===== config.mk =====
export PLATFORM = sky130hd
export DESIGN_NAME = motion_light_spotlight_controller_flat
export DESIGN_NICKNAME = d
export VERILOG_FILES = /design/src/mlsc_pkg.sv /design/src/mlsc_if.sv /design/src/mlsc_cfg_regs.sv /design/src/mlsc_core.sv /design/src/motion_light_spotlight_controller.sv /design/src/flat_wrapper.sv
export SDC_FILE = /design/constraint.sdc
export NUM_CORES = 1
export LEC_CHECK = 0
export BUFFER_PORTS_ARGS = -buffer_cell sky130_fd_sc_hd__buf_2
export CAP_MARGIN = 20
export CORE_MARGIN = 2
export CORE_UTILIZATION = 54
export DETAILED_ROUTE_END_ITERATION = 8
export PLACE_DENSITY = 0.75
export SETUP_SLACK_MARGIN = 0.02
export SLEW_MARGIN = 15
export SYNTH_ARGS = -nofsm -noshare
export SYNTH_HDL_FRONTEND = slang
export SYNTH_HIERARCHICAL = 1
export SYNTH_SLANG_ARGS = --single-unit

===== constraint.sdc =====
create_clock -name clock -period 2.8 [get_ports clock]
set_clock_uncertainty 0.05 [all_clocks]
set_input_delay 0 -clock clock [delete_from_list [all_inputs] [get_ports clock]]
set_output_delay 0 -clock clock [all_outputs]
set_load 0.02 [all_outputs]

===== src/mlsc_pkg.sv =====
// Package for the motion light spotlight controller.
// Holds the payload, configuration and result types and the code constants.
// No dependencies.
`default_nettype none

package mlsc_pkg;

   localparam int unsigned LIGHT_W   = 12;
   localparam int unsigned MV_W      = 13;
   localparam int unsigned SECONDS_W = 16;
   localparam int unsigned CSR_IDX_W = 3;
   localparam int unsigned CSR_DATA_W = 16;

   typedef enum logic [1:0] {
      PH_OFF       = 2'd0,
      PH_DETECTING = 2'd1,
      PH_DETECTED  = 2'd2,
      PH_CLEARING  = 2'd3
   } phase_type;

   typedef enum logic [1:0] {
      WK_LEAVE = 2'd0,
      WK_SET   = 2'd1,
      WK_STOP  = 2'd2
   } wake_cmd_type;

   typedef enum logic [1:0] {
      LED_OFF      = 2'd0,
      LED_NIGHT    = 2'd1,
      LED_TWILIGHT = 2'd2
   } led_mode_type;

   typedef enum logic [CSR_IDX_W-1:0] {
      CSR_NIGHT_THRESHOLD       = 3'd0,
      CSR_BRIGHT_THRESHOLD      = 3'd1,
      CSR_BATTERY_EMPTY_MV      = 3'd2,
      CSR_BATTERY_LOW_MV        = 3'd3,
      CSR_MOTION_HOLD_SECONDS   = 3'd4,
      CSR_IDLE_RECHECK_SECONDS  = 3'd5,
      CSR_LIGHT_RECHECK_SECONDS = 3'd6
   } csr_index_type;

   localparam logic [LIGHT_W-1:0]   NIGHT_THRESHOLD_RST       = 12'd100;
   localparam logic [LIGHT_W-1:0]   BRIGHT_THRESHOLD_RST      = 12'd350;
   localparam logic [MV_W-1:0]      BATTERY_EMPTY_MV_RST      = 13'd3400;
   localparam logic [MV_W-1:0]      BATTERY_LOW_MV_RST        = 13'd3481;
   localparam logic [SECONDS_W-1:0] MOTION_HOLD_SECONDS_RST   = 16'd90;
   localparam logic [SECONDS_W-1:0] IDLE_RECHECK_SECONDS_RST  = 16'd60;
   localparam logic [SECONDS_W-1:0] LIGHT_RECHECK_SECONDS_RST = 16'd10;

   typedef struct packed {
      logic [LIGHT_W-1:0]   night_threshold;
      logic [LIGHT_W-1:0]   bright_threshold;
      logic [MV_W-1:0]      battery_empty_mv;
      logic [MV_W-1:0]      battery_low_mv;
      logic [SECONDS_W-1:0] motion_hold_seconds;
      logic [SECONDS_W-1:0] idle_recheck_seconds;
      logic [SECONDS_W-1:0] light_recheck_seconds;
   } cfg_type;

   typedef struct packed {
      logic               radar_switch;
      logic               light_switch;
      logic [LIGHT_W-1:0] light_level;
      logic [MV_W-1:0]    battery_mv;
      logic               charger_present;
      logic               charge_done;
      logic               motion_event;
      logic               timer_event;
   } req_type;

   typedef struct packed {
      logic                 radar_power;
      led_mode_type         led_mode;
      logic                 low_battery_alert;
      logic                 charging_shown;
      wake_cmd_type         wake_command;
      logic [SECONDS_W-1:0] wake_seconds;
      phase_type            motion_phase;
   } rsp_type;

endpackage

`default_nettype wire


===== src/mlsc_if.sv =====
// Channel interfaces for the wake-up requests and the controller results.
// Depends on mlsc_pkg for field widths.
`default_nettype none

interface mlsc_req_if
   import mlsc_pkg::*;
   ();
   logic               valid;
   logic               ready;
   logic               radar_switch;
   logic               light_switch;
   logic [LIGHT_W-1:0] light_level;
   logic [MV_W-1:0]    battery_mv;
   logic               charger_present;
   logic               charge_done;
   logic               motion_event;
   logic               timer_event;

   modport source (
      output valid, radar_switch, light_switch, light_level, battery_mv,
             charger_present, charge_done, motion_event, timer_event,
      input  ready
   );
   modport sink (
      input  valid, radar_switch, light_switch, light_level, battery_mv,
             charger_present, charge_done, motion_event, timer_event,
      output ready
   );
endinterface

interface mlsc_rsp_if
   import mlsc_pkg::*;
   ();
   logic                 valid;
   logic                 ready;
   logic                 radar_power;
   logic [1:0]           led_mode;
   logic                 low_battery_alert;
   logic                 charging_shown;
   logic [1:0]           wake_command;
   logic [SECONDS_W-1:0] wake_seconds;
   logic [1:0]           motion_phase;

   modport source (
      output valid, radar_power, led_mode, low_battery_alert, charging_shown,
             wake_command, wake_seconds, motion_phase,
      input  ready
   );
   modport sink (
      input  valid, radar_power, led_mode, low_battery_alert, charging_shown,
             wake_command, wake_seconds, motion_phase,
      output ready
   );
endinterface

`default_nettype wire


===== src/mlsc_cfg_regs.sv =====
// Configuration register file for the spotlight controller.
// Depends on mlsc_pkg for the register index codes and reset values.
`default_nettype none

module mlsc_cfg_regs
   import mlsc_pkg::*;
(
   input  wire logic                  clock,
   input  wire logic                  reset,
   input  wire logic                  wr_en,
   input  wire logic [CSR_IDX_W-1:0]  wr_index,
   input  wire logic [CSR_DATA_W-1:0] wr_data,
   output cfg_type                    cfg
);

   cfg_type cfg_ff;
   cfg_type cfg_in;

   always_comb begin
      cfg_in = cfg_ff;
      if (wr_en) begin
         case (csr_index_type'(wr_index))
            CSR_NIGHT_THRESHOLD:       cfg_in.night_threshold = wr_data[LIGHT_W-1:0];
            CSR_BRIGHT_THRESHOLD:      cfg_in.bright_threshold = wr_data[LIGHT_W-1:0];
            CSR_BATTERY_EMPTY_MV:      cfg_in.battery_empty_mv = wr_data[MV_W-1:0];
            CSR_BATTERY_LOW_MV:        cfg_in.battery_low_mv = wr_data[MV_W-1:0];
            CSR_MOTION_HOLD_SECONDS:   cfg_in.motion_hold_seconds = wr_data;
            CSR_IDLE_RECHECK_SECONDS:  cfg_in.idle_recheck_seconds = wr_data;
            CSR_LIGHT_RECHECK_SECONDS: cfg_in.light_recheck_seconds = wr_data;
            default: ;  // drop writes to unused indexes
         endcase
      end
   end

   always_ff @(posedge clock) begin
      if (reset) begin
         cfg_ff.night_threshold       <= NIGHT_THRESHOLD_RST;
         cfg_ff.bright_threshold      <= BRIGHT_THRESHOLD_RST;
         cfg_ff.battery_empty_mv      <= BATTERY_EMPTY_MV_RST;
         cfg_ff.battery_low_mv        <= BATTERY_LOW_MV_RST;
         cfg_ff.motion_hold_seconds   <= MOTION_HOLD_SECONDS_RST;
         cfg_ff.idle_recheck_seconds  <= IDLE_RECHECK_SECONDS_RST;
         cfg_ff.light_recheck_seconds <= LIGHT_RECHECK_SECONDS_RST;
      end else begin
         cfg_ff <= cfg_in;
      end
   end

   assign cfg = cfg_ff;

endmodule

`default_nettype wire


===== src/mlsc_core.sv =====
// Controller state and the per-wake-up decision logic.
// Depends on mlsc_pkg for the phase, LED and wake command codes.
`default_nettype none

module mlsc_core
   import mlsc_pkg::*;
(
   input  wire logic    clock,
   input  wire logic    reset,
   input  wire logic    step_en,
   input  wire cfg_type cfg,
   input  wire req_type req,
   output rsp_type      rsp
);

   phase_type    phase_ff, phase_in;
   led_mode_type led_ff, led_in;
   logic         depleted_ff, depleted_in;
   logic         low_ff, low_in;
   logic         ignore_ff, ignore_in;
   logic         radar_ff, radar_in;

   logic         motion;
   logic         dark;
   logic         alert;
   logic         charging;
   wake_cmd_type wcmd;
   logic [SECONDS_W-1:0] wsec;

   assign dark = req.light_level < cfg.night_threshold;

   always_comb begin
      phase_in    = phase_ff;
      led_in      = led_ff;
      ignore_in   = ignore_ff;
      radar_in    = radar_ff;
      depleted_in = depleted_ff | (req.battery_mv < cfg.battery_empty_mv);
      low_in      = low_ff | (req.battery_mv < cfg.battery_low_mv);
      motion      = req.motion_event;
      alert       = 1'b0;
      charging    = 1'b0;
      wcmd        = WK_LEAVE;
      wsec        = '0;

      if (depleted_in || req.charger_present) begin
         phase_in = PH_OFF;
         radar_in = 1'b0;
         led_in   = LED_OFF;
      end

      // depleted without charger: everything stays off, timer left alone
      if (!(depleted_in && !req.charger_present)) begin
         if (req.charger_present || req.charge_done) begin
            charging    = 1'b1;
            depleted_in = 1'b0;
            low_in      = 1'b0;
         end
         if (!req.radar_switch) begin
            radar_in = 1'b0;
            phase_in = PH_OFF;
         end
         // discard the first radar event after power-up
         if (motion && ignore_in) begin
            motion    = 1'b0;
            ignore_in = 1'b0;
         end

         if (!req.radar_switch && !req.light_switch) begin
            led_in = LED_OFF;
            wcmd   = WK_SET;
            wsec   = cfg.idle_recheck_seconds;
         end else if (!req.radar_switch) begin
            // dead band between the thresholds keeps the LED state
            if (req.light_level >= cfg.bright_threshold) begin
               led_in = LED_OFF;
            end else if (dark) begin
               alert  = low_in;
               led_in = LED_NIGHT;
            end
            wcmd = WK_SET;
            wsec = cfg.light_recheck_seconds;
         end else if (req.light_switch && !dark) begin
            if (phase_in != PH_OFF) begin
               phase_in = PH_OFF;
               led_in   = LED_OFF;
               radar_in = 1'b0;
            end
            wcmd = WK_SET;
            wsec = cfg.idle_recheck_seconds;
         end else begin
            case (phase_in)
               PH_OFF: begin
                  phase_in  = PH_DETECTING;
                  radar_in  = 1'b1;
                  ignore_in = 1'b1;
                  wcmd      = WK_STOP;
               end
               PH_DETECTING: begin
                  if (motion) begin
                     phase_in = PH_DETECTED;
                     radar_in = 1'b0;
                     wcmd     = WK_SET;
                     wsec     = cfg.motion_hold_seconds;
                  end
               end
               PH_DETECTED: begin
                  if (req.timer_event) begin
                     phase_in  = PH_CLEARING;
                     radar_in  = 1'b1;
                     ignore_in = 1'b1;
                     wcmd      = WK_SET;
                     wsec      = cfg.motion_hold_seconds;
                  end
               end
               default: begin
                  if (motion) begin
                     phase_in = PH_DETECTED;
                     radar_in = 1'b0;
                     wcmd     = WK_SET;
                     wsec     = cfg.motion_hold_seconds;
                  end else if (req.timer_event) begin
                     phase_in = PH_DETECTING;
                     wcmd     = WK_STOP;
                  end
               end
            endcase
            if (phase_in == PH_DETECTED || phase_in == PH_CLEARING) begin
               alert  = low_in;
               led_in = dark ? LED_NIGHT : LED_TWILIGHT;
            end else begin
               led_in = LED_OFF;
            end
         end
      end
   end

   always_ff @(posedge clock) begin
      if (reset) begin
         phase_ff    <= PH_OFF;
         led_ff      <= LED_OFF;
         depleted_ff <= 1'b0;
         low_ff      <= 1'b0;
         ignore_ff   <= 1'b0;
         radar_ff    <= 1'b0;
      end else if (step_en) begin
         phase_ff    <= phase_in;
         led_ff      <= led_in;
         depleted_ff <= depleted_in;
         low_ff      <= low_in;
         ignore_ff   <= ignore_in;
         radar_ff    <= radar_in;
      end
   end

   always_comb begin
      rsp.radar_power       = radar_in;
      rsp.led_mode          = led_in;
      rsp.low_battery_alert = alert;
      rsp.charging_shown    = charging;
      rsp.wake_command      = wcmd;
      rsp.wake_seconds      = wsec;
      rsp.motion_phase      = phase_in;
   end

endmodule

`default_nettype wire


===== src/motion_light_spotlight_controller.sv =====
// A wake-up accepted into the input register passes through the single decision
// step into the result register once that slot is free or being taken. One
// wake-up per cycle while the result side keeps ready high; a stall holds both.
// Reset: synchronous, active high; clears all controller state to off and
// loads the configuration registers with their default values.
`default_nettype none

module motion_light_spotlight_controller
   import mlsc_pkg::*;
(
   input  wire logic                  clock,
   input  wire logic                  reset,
   mlsc_req_if.sink                   req_chan,
   mlsc_rsp_if.source                 rsp_chan,
   input  wire logic                  csr_wr_en,
   input  wire logic [CSR_IDX_W-1:0]  csr_index,
   input  wire logic [CSR_DATA_W-1:0] csr_wdata
);

   cfg_type cfg;
   req_type req_ff;
   req_type req_in;
   logic    req_valid_ff, req_valid_in;
   rsp_type rsp_ff;
   rsp_type rsp_next;
   logic    rsp_valid_ff, rsp_valid_in;
   logic    advance;
   logic    req_transfer;

   mlsc_cfg_regs u_cfg (
      .clock    (clock),
      .reset    (reset),
      .wr_en    (csr_wr_en),
      .wr_index (csr_index),
      .wr_data  (csr_wdata),
      .cfg      (cfg)
   );

   mlsc_core u_core (
      .clock   (clock),
      .reset   (reset),
      .step_en (advance),
      .cfg     (cfg),
      .req     (req_ff),
      .rsp     (rsp_next)
   );

   // move the held item into the result register when that slot frees up
   assign advance        = req_valid_ff && (!rsp_valid_ff || rsp_chan.ready);
   assign req_chan.ready = !req_valid_ff || advance;
   assign req_transfer   = req_chan.valid && req_chan.ready;

   always_comb begin
      req_in.radar_switch    = req_chan.radar_switch;
      req_in.light_switch    = req_chan.light_switch;
      req_in.light_level     = req_chan.light_level;
      req_in.battery_mv      = req_chan.battery_mv;
      req_in.charger_present = req_chan.charger_present;
      req_in.charge_done     = req_chan.charge_done;
      req_in.motion_event    = req_chan.motion_event;
      req_in.timer_event     = req_chan.timer_event;
   end

   always_comb begin
      req_valid_in = req_transfer ? 1'b1 : (advance ? 1'b0 : req_valid_ff);
      rsp_valid_in = advance ? 1'b1 : (rsp_chan.ready ? 1'b0 : rsp_valid_ff);
   end

   always_ff @(posedge clock) begin
      if (reset) begin
         req_valid_ff <= 1'b0;
         rsp_valid_ff <= 1'b0;
      end else begin
         req_valid_ff <= req_valid_in;
         rsp_valid_ff <= rsp_valid_in;
      end
   end

   always_ff @(posedge clock) begin
      if (req_transfer) begin
         req_ff <= req_in;
      end
      if (advance) begin
         rsp_ff <= rsp_next;
      end
   end

   assign rsp_chan.valid             = rsp_valid_ff;
   assign rsp_chan.radar_power       = rsp_ff.radar_power;
   assign rsp_chan.led_mode          = rsp_ff.led_mode;
   assign rsp_chan.low_battery_alert = rsp_ff.low_battery_alert;
   assign rsp_chan.charging_shown    = rsp_ff.charging_shown;
   assign rsp_chan.wake_command      = rsp_ff.wake_command;
   assign rsp_chan.wake_seconds      = rsp_ff.wake_seconds;
   assign rsp_chan.motion_phase      = rsp_ff.motion_phase;

`ifndef SYNTHESIS
   a_seconds_only_when_set: assert property (@(posedge clock) disable iff (reset)
      rsp_chan.valid && (rsp_chan.wake_command != WK_SET) |-> rsp_chan.wake_seconds == '0)
      else $error("wake_seconds nonzero without a set command");

   a_radar_off_when_detected: assert property (@(posedge clock) disable iff (reset)
      rsp_chan.valid && (rsp_chan.motion_phase == PH_DETECTED) |-> !rsp_chan.radar_power)
      else $error("radar powered in the detected phase");

   a_radar_on_when_watching: assert property (@(posedge clock) disable iff (reset)
      rsp_chan.valid && ((rsp_chan.motion_phase == PH_DETECTING) ||
                         (rsp_chan.motion_phase == PH_CLEARING)) |-> rsp_chan.radar_power)
      else $error("radar off while watching for motion");

   a_alert_needs_leds: assert property (@(posedge clock) disable iff (reset)
      rsp_chan.valid && rsp_chan.low_battery_alert |-> rsp_chan.led_mode != LED_OFF)
      else $error("low battery alert with LEDs off");
`endif

endmodule

`default_nettype wire


===== src/flat_wrapper.sv =====
// flat-port wrapper written by rule: the top's interface ports become plain ports
module motion_light_spotlight_controller_flat import mlsc_pkg::*;
  (clock, reset, csr_wr_en, csr_index, csr_wdata, req_chan_valid, req_chan_radar_switch, req_chan_light_switch, req_chan_light_level, req_chan_battery_mv, req_chan_charger_present, req_chan_charge_done, req_chan_motion_event, req_chan_timer_event, req_chan_ready, rsp_chan_valid, rsp_chan_radar_power, rsp_chan_led_mode, rsp_chan_low_battery_alert, rsp_chan_charging_shown, rsp_chan_wake_command, rsp_chan_wake_seconds, rsp_chan_motion_phase, rsp_chan_ready);
  mlsc_req_if req_chan_i ();
  mlsc_rsp_if rsp_chan_i ();
  input  wire logic clock;
  input  wire logic reset;
  input  wire logic csr_wr_en;
  input  wire logic [CSR_IDX_W-1:0] csr_index;
  input  wire logic [CSR_DATA_W-1:0] csr_wdata;
  input wire logic [$bits(req_chan_i.valid)-1:0] req_chan_valid;
  input wire logic [$bits(req_chan_i.radar_switch)-1:0] req_chan_radar_switch;
  input wire logic [$bits(req_chan_i.light_switch)-1:0] req_chan_light_switch;
  input wire logic [$bits(req_chan_i.light_level)-1:0] req_chan_light_level;
  input wire logic [$bits(req_chan_i.battery_mv)-1:0] req_chan_battery_mv;
  input wire logic [$bits(req_chan_i.charger_present)-1:0] req_chan_charger_present;
  input wire logic [$bits(req_chan_i.charge_done)-1:0] req_chan_charge_done;
  input wire logic [$bits(req_chan_i.motion_event)-1:0] req_chan_motion_event;
  input wire logic [$bits(req_chan_i.timer_event)-1:0] req_chan_timer_event;
  output wire logic [$bits(req_chan_i.ready)-1:0] req_chan_ready;
  output wire logic [$bits(rsp_chan_i.valid)-1:0] rsp_chan_valid;
  output wire logic [$bits(rsp_chan_i.radar_power)-1:0] rsp_chan_radar_power;
  output wire logic [$bits(rsp_chan_i.led_mode)-1:0] rsp_chan_led_mode;
  output wire logic [$bits(rsp_chan_i.low_battery_alert)-1:0] rsp_chan_low_battery_alert;
  output wire logic [$bits(rsp_chan_i.charging_shown)-1:0] rsp_chan_charging_shown;
  output wire logic [$bits(rsp_chan_i.wake_command)-1:0] rsp_chan_wake_command;
  output wire logic [$bits(rsp_chan_i.wake_seconds)-1:0] rsp_chan_wake_seconds;
  output wire logic [$bits(rsp_chan_i.motion_phase)-1:0] rsp_chan_motion_phase;
  input wire logic [$bits(rsp_chan_i.ready)-1:0] rsp_chan_ready;
  assign req_chan_i.valid = req_chan_valid;
  assign req_chan_i.radar_switch = req_chan_radar_switch;
  assign req_chan_i.light_switch = req_chan_light_switch;
  assign req_chan_i.light_level = req_chan_light_level;
  assign req_chan_i.battery_mv = req_chan_battery_mv;
  assign req_chan_i.charger_present = req_chan_charger_present;
  assign req_chan_i.charge_done = req_chan_charge_done;
  assign req_chan_i.motion_event = req_chan_motion_event;
  assign req_chan_i.timer_event = req_chan_timer_event;
  assign req_chan_ready = req_chan_i.ready;
  assign rsp_chan_valid = rsp_chan_i.valid;
  assign rsp_chan_radar_power = rsp_chan_i.radar_power;
  assign rsp_chan_led_mode = rsp_chan_i.led_mode;
  assign rsp_chan_low_battery_alert = rsp_chan_i.low_battery_alert;
  assign rsp_chan_charging_shown = rsp_chan_i.charging_shown;
  assign rsp_chan_wake_command = rsp_chan_i.wake_command;
  assign rsp_chan_wake_seconds = rsp_chan_i.wake_seconds;
  assign rsp_chan_motion_phase = rsp_chan_i.motion_phase;
  assign rsp_chan_i.ready = rsp_chan_ready;
  motion_light_spotlight_controller u_core (.clock(clock), .reset(reset), .req_chan(req_chan_i), .rsp_chan(rsp_chan_i), .csr_wr_en(csr_wr_en), .csr_index(csr_index), .csr_wdata(csr_wdata));
endmodule

==> flow_summary_export.csv <==
group,metric,value,unit
outcome,outcome,"finished, violations left",
outcome,violations,"negative setup slack",
synth,synth_cells,775,
setup_path,r2r_setup_slack,-0.02,ns
synth,synth-simple-area-share,0.1791,
synth,ys.flop_type,"dfxtp_1",
clocking,path_clk_slew,0.06,ns
power_and_ir_drop,ir_drop,0.0004621,V
global_route,first_global_vias,6248,
setup_path,cp.required,2.98,ns
synth,syn-num-nets,877,
route,wl_met1,8295,um
synth,synth-compound-area-share,0.09663,
global_route,antenna_found_initial,0,
finish,drive_above_1_share,0.1967,
synth,synth_top_cell_area_share,0.2650,
synth,yosysMostFrequentCell,"dfxtp_1",
synth,syn_area,8158,um^2
global_route,grt_usage,0.2494,
finish,utilization,0.6820,
clocking,h-tree-depth,4,
timing,setup_viol,1,
setup_path,crit_fanout,3,
timing,rsz0062_at_grt,"true",
route,drt-initial-drc-count,532,
finish,fin_nets,1004,
timing,relSlewSlack,0.4067,
synth,synth_xor_xnor_area_share,0,
global_route,grt_pass1_wl,31420,um
synth,synth_edf_count,56,
timing,period_needed,2.822,ns
timing,fmax,354.4,MHz
setup_path,cp-start-kind,"flip-flop",
route,vias,6178,
route,dr_wl_met2,9963,um
clocking,worstSkewPairLatency,0.43,ns
floorplan,rows,44,
min_path,hold_path.class,"input port to flip-flop",
route,met3_length,898,um
timing,fin_crit_sh,1.008,
clocking,cts_root_buf,"clkbuf_16",
synth,synthAdderAreaFrac,0.07209,
finish,fillCellCount,1058,
route,drc_errors,0,
route,top_layer,"met4",
synth,yosys-top-cells-count,"108 x dfxtp_1, 100 x mux2i_1, 92 x nand2b_1",
flow_run,max-cap-violations,0,
route,first_pass_iters,6,
synth,muxShareOfSynthArea,0.1227,
floorplan,design.core.area,14640,um^2
route,route.detailed.wl_per_inst,17.89,um
synth,ys_seq_area_frac,0.4712,
setup_path,arrival,3.00,ns
clocking,clk_path_buf_depth,2,
power_and_ir_drop,p_leak,4.421,nW
power_and_ir_drop,powerDensity,546.1,nW/um^2
synth,synth-async-reset-ratio,0,
clocking,cts.sinks,164,
finish,area_growth,22.42,%
synth,synth_top_family_by_area,"simple AND/OR/NAND/NOR gates",
floorplan,die-area,16110,um^2
setup_path,cp-end-kind,"flip-flop",
placement,io_buffers,81,
route,routed_wl,19660,um
setup_path,path_class,"flip-flop to flip-flop",
placement,dp_hpwl,13080,um
power_and_ir_drop,total_power,0.005454,W
timing,setup_slack,-0.02196,ns
synth,postSynthAreaPerCell,10.53,um^2
timing,worst_pin_slew,0.8852,ns
timing,final_max_slew_viol_count,0,
floorplan,die_y,126.9,um
floorplan,num_io_pins,82,
synth,yosys_warnings,6,
floorplan,die_w,126.9,um
floorplan,floorplan.initialDensity,0.5571,
placement,place.gp.congestion,0.8779,
finish,antennaDiodeCount,0,
synth,synth_top_area_cell,"dfxtp_1",
global_route,grt_overflow,0,
clocking,cts_tree,"yes",
global_route,grt_max_degree,45,
route,viasPerCell,5.621,
synth,synth-seq-cells,164,
clocking,numCtsBuffers,17,
route,antenna_left,0,
placement,dpl_worst_slack,-0.2270,ns
synth,yosys.cell_types.count,65,
synth,ys_top_cells_by_area,"dfxtp_1 27%, edfxtp_1 21%, mux2i_1 12%",
timing,hold_violations,0,
## worst max-delay path, stage by stage (launching register included)
cell       delay (ns)
edfxtp_1         0.40
ha_1             0.32
a21oi_1          0.17
a21boi_0         0.15
a2111oi_0        0.40
o21ai_0          0.39
or2b_1           0.37
a2111oi_4        0.37
## sequential cells by signal, summed over array words and instances (netlist names), 2 cells and up
signal,count
u_core/rsp_chan.wake_seconds,16
u_core/u_core/phase_ff,2
u_core/rsp_chan.motion_phase,2
u_core/u_cfg/cfg,98
u_core/rsp_chan.wake_command,2
u_core/rsp_chan.led_mode,2
u_core/req_ff,31
u_core/u_core/led_ff,2
## per-stage QoR
stage,hold slack (ns),TNS [ns],std cells,instance area (um^2)
2_1_floorplan,0.01244,0,775,8158
6_report,0.1078,-0.02196,1099,9987
3_5_place_dp,0.1281,-2.834,1011,8711
5_1_grt,0.1095,-0.01829,1099,9987
4_1_cts,0.09946,-0.00005818,1098,9892
3_3_place_gp,0.1271,-2.263,1011,8711
## area by class of cell
class | instances | area [um^2] | area share
clock buffers | 24 | 514.2 | 0.05149
clock inverters | 8 | 45.04 | 0.004510
inverters | 57 | 214.0 | 0.02142
multi-input cells | 502 | 3991 | 0.3996
flip-flops and latches | 164 | 3844 | 0.3849
well taps | 184 | 230.2 | 0.02305
repair buffers | 160 | 1149 | 0.1150
## power breakdown
group | internal [W] | switching (W)
clock network | 0.00128 | 0.000926
registers | 0.00256 | 0.0000509
logic | 0.000288 | 0.000352
total | 0.00412 | 0.00133
## per-layer routing
metal  vias up  track usage
li1       2972            -
met1      2999       0.3047
met2       165       0.4355
met3        42      0.04935
met4         0      0.09567
met5         -            0
## timing repair
action | 4_1_cts | 5_1_grt
cloned | 0 | 0
endpoints found under the setup margin | 20 | 23
setup buffers | 6 | 1
hold buffers | 49 | 0
pin swaps | 13 | 6
hold endpoints to repair | 103 | 0
resized for setup | 11 | 16
## logic make-up (layout without fill, tap and decap cells)
kind of cell / count (synthesis) / after routing
multiplexers: 100 / 100
flip-flops: 164 / 164
AND/OR/NAND/NOR: 256 / 256
AO/OA/AOI/OAI: 99 / 99
buffers and inverters: 109 / 249
adder cells (fa/ha/maj): 47 / 47
## final timing paths
kind	startpoint	to	cells after the start
setup reg to reg	u_core/req_ff[27]$_DFFE_PP_	u_core/rsp_chan.low_battery_alert$_DFFE_PP_	7
hold reg to reg	u_core/u_cfg/cfg[40]$_SDFFE_PP0P_	u_core/u_cfg/cfg[40]$_SDFFE_PP0P_	2
hold / removal	csr_wdata[9]	u_core/u_cfg/cfg[83]$_SDFFE_PP0P_	3
setup / recovery	u_core/req_ff[27]$_DFFE_PP_	u_core/rsp_chan.low_battery_alert$_DFFE_PP_	7
## cells in the final DEF, fill, tap and decap left out, types with 28 or more instances in the layout
| cell type | count |
|---|---|
| buf_2 | 81 |
| dfxtp_1 | 108 |
| dlygate4sd3_1 | 49 |
| edfxtp_1 | 56 |
| ha_1 | 43 |
| inv_1 | 57 |
| mux2i_1 | 100 |
| nand2_1 | 28 |
| nand2b_1 | 90 |
| nor2_1 | 53 |
No activity file was read; power rests on OpenSTA's default activity.
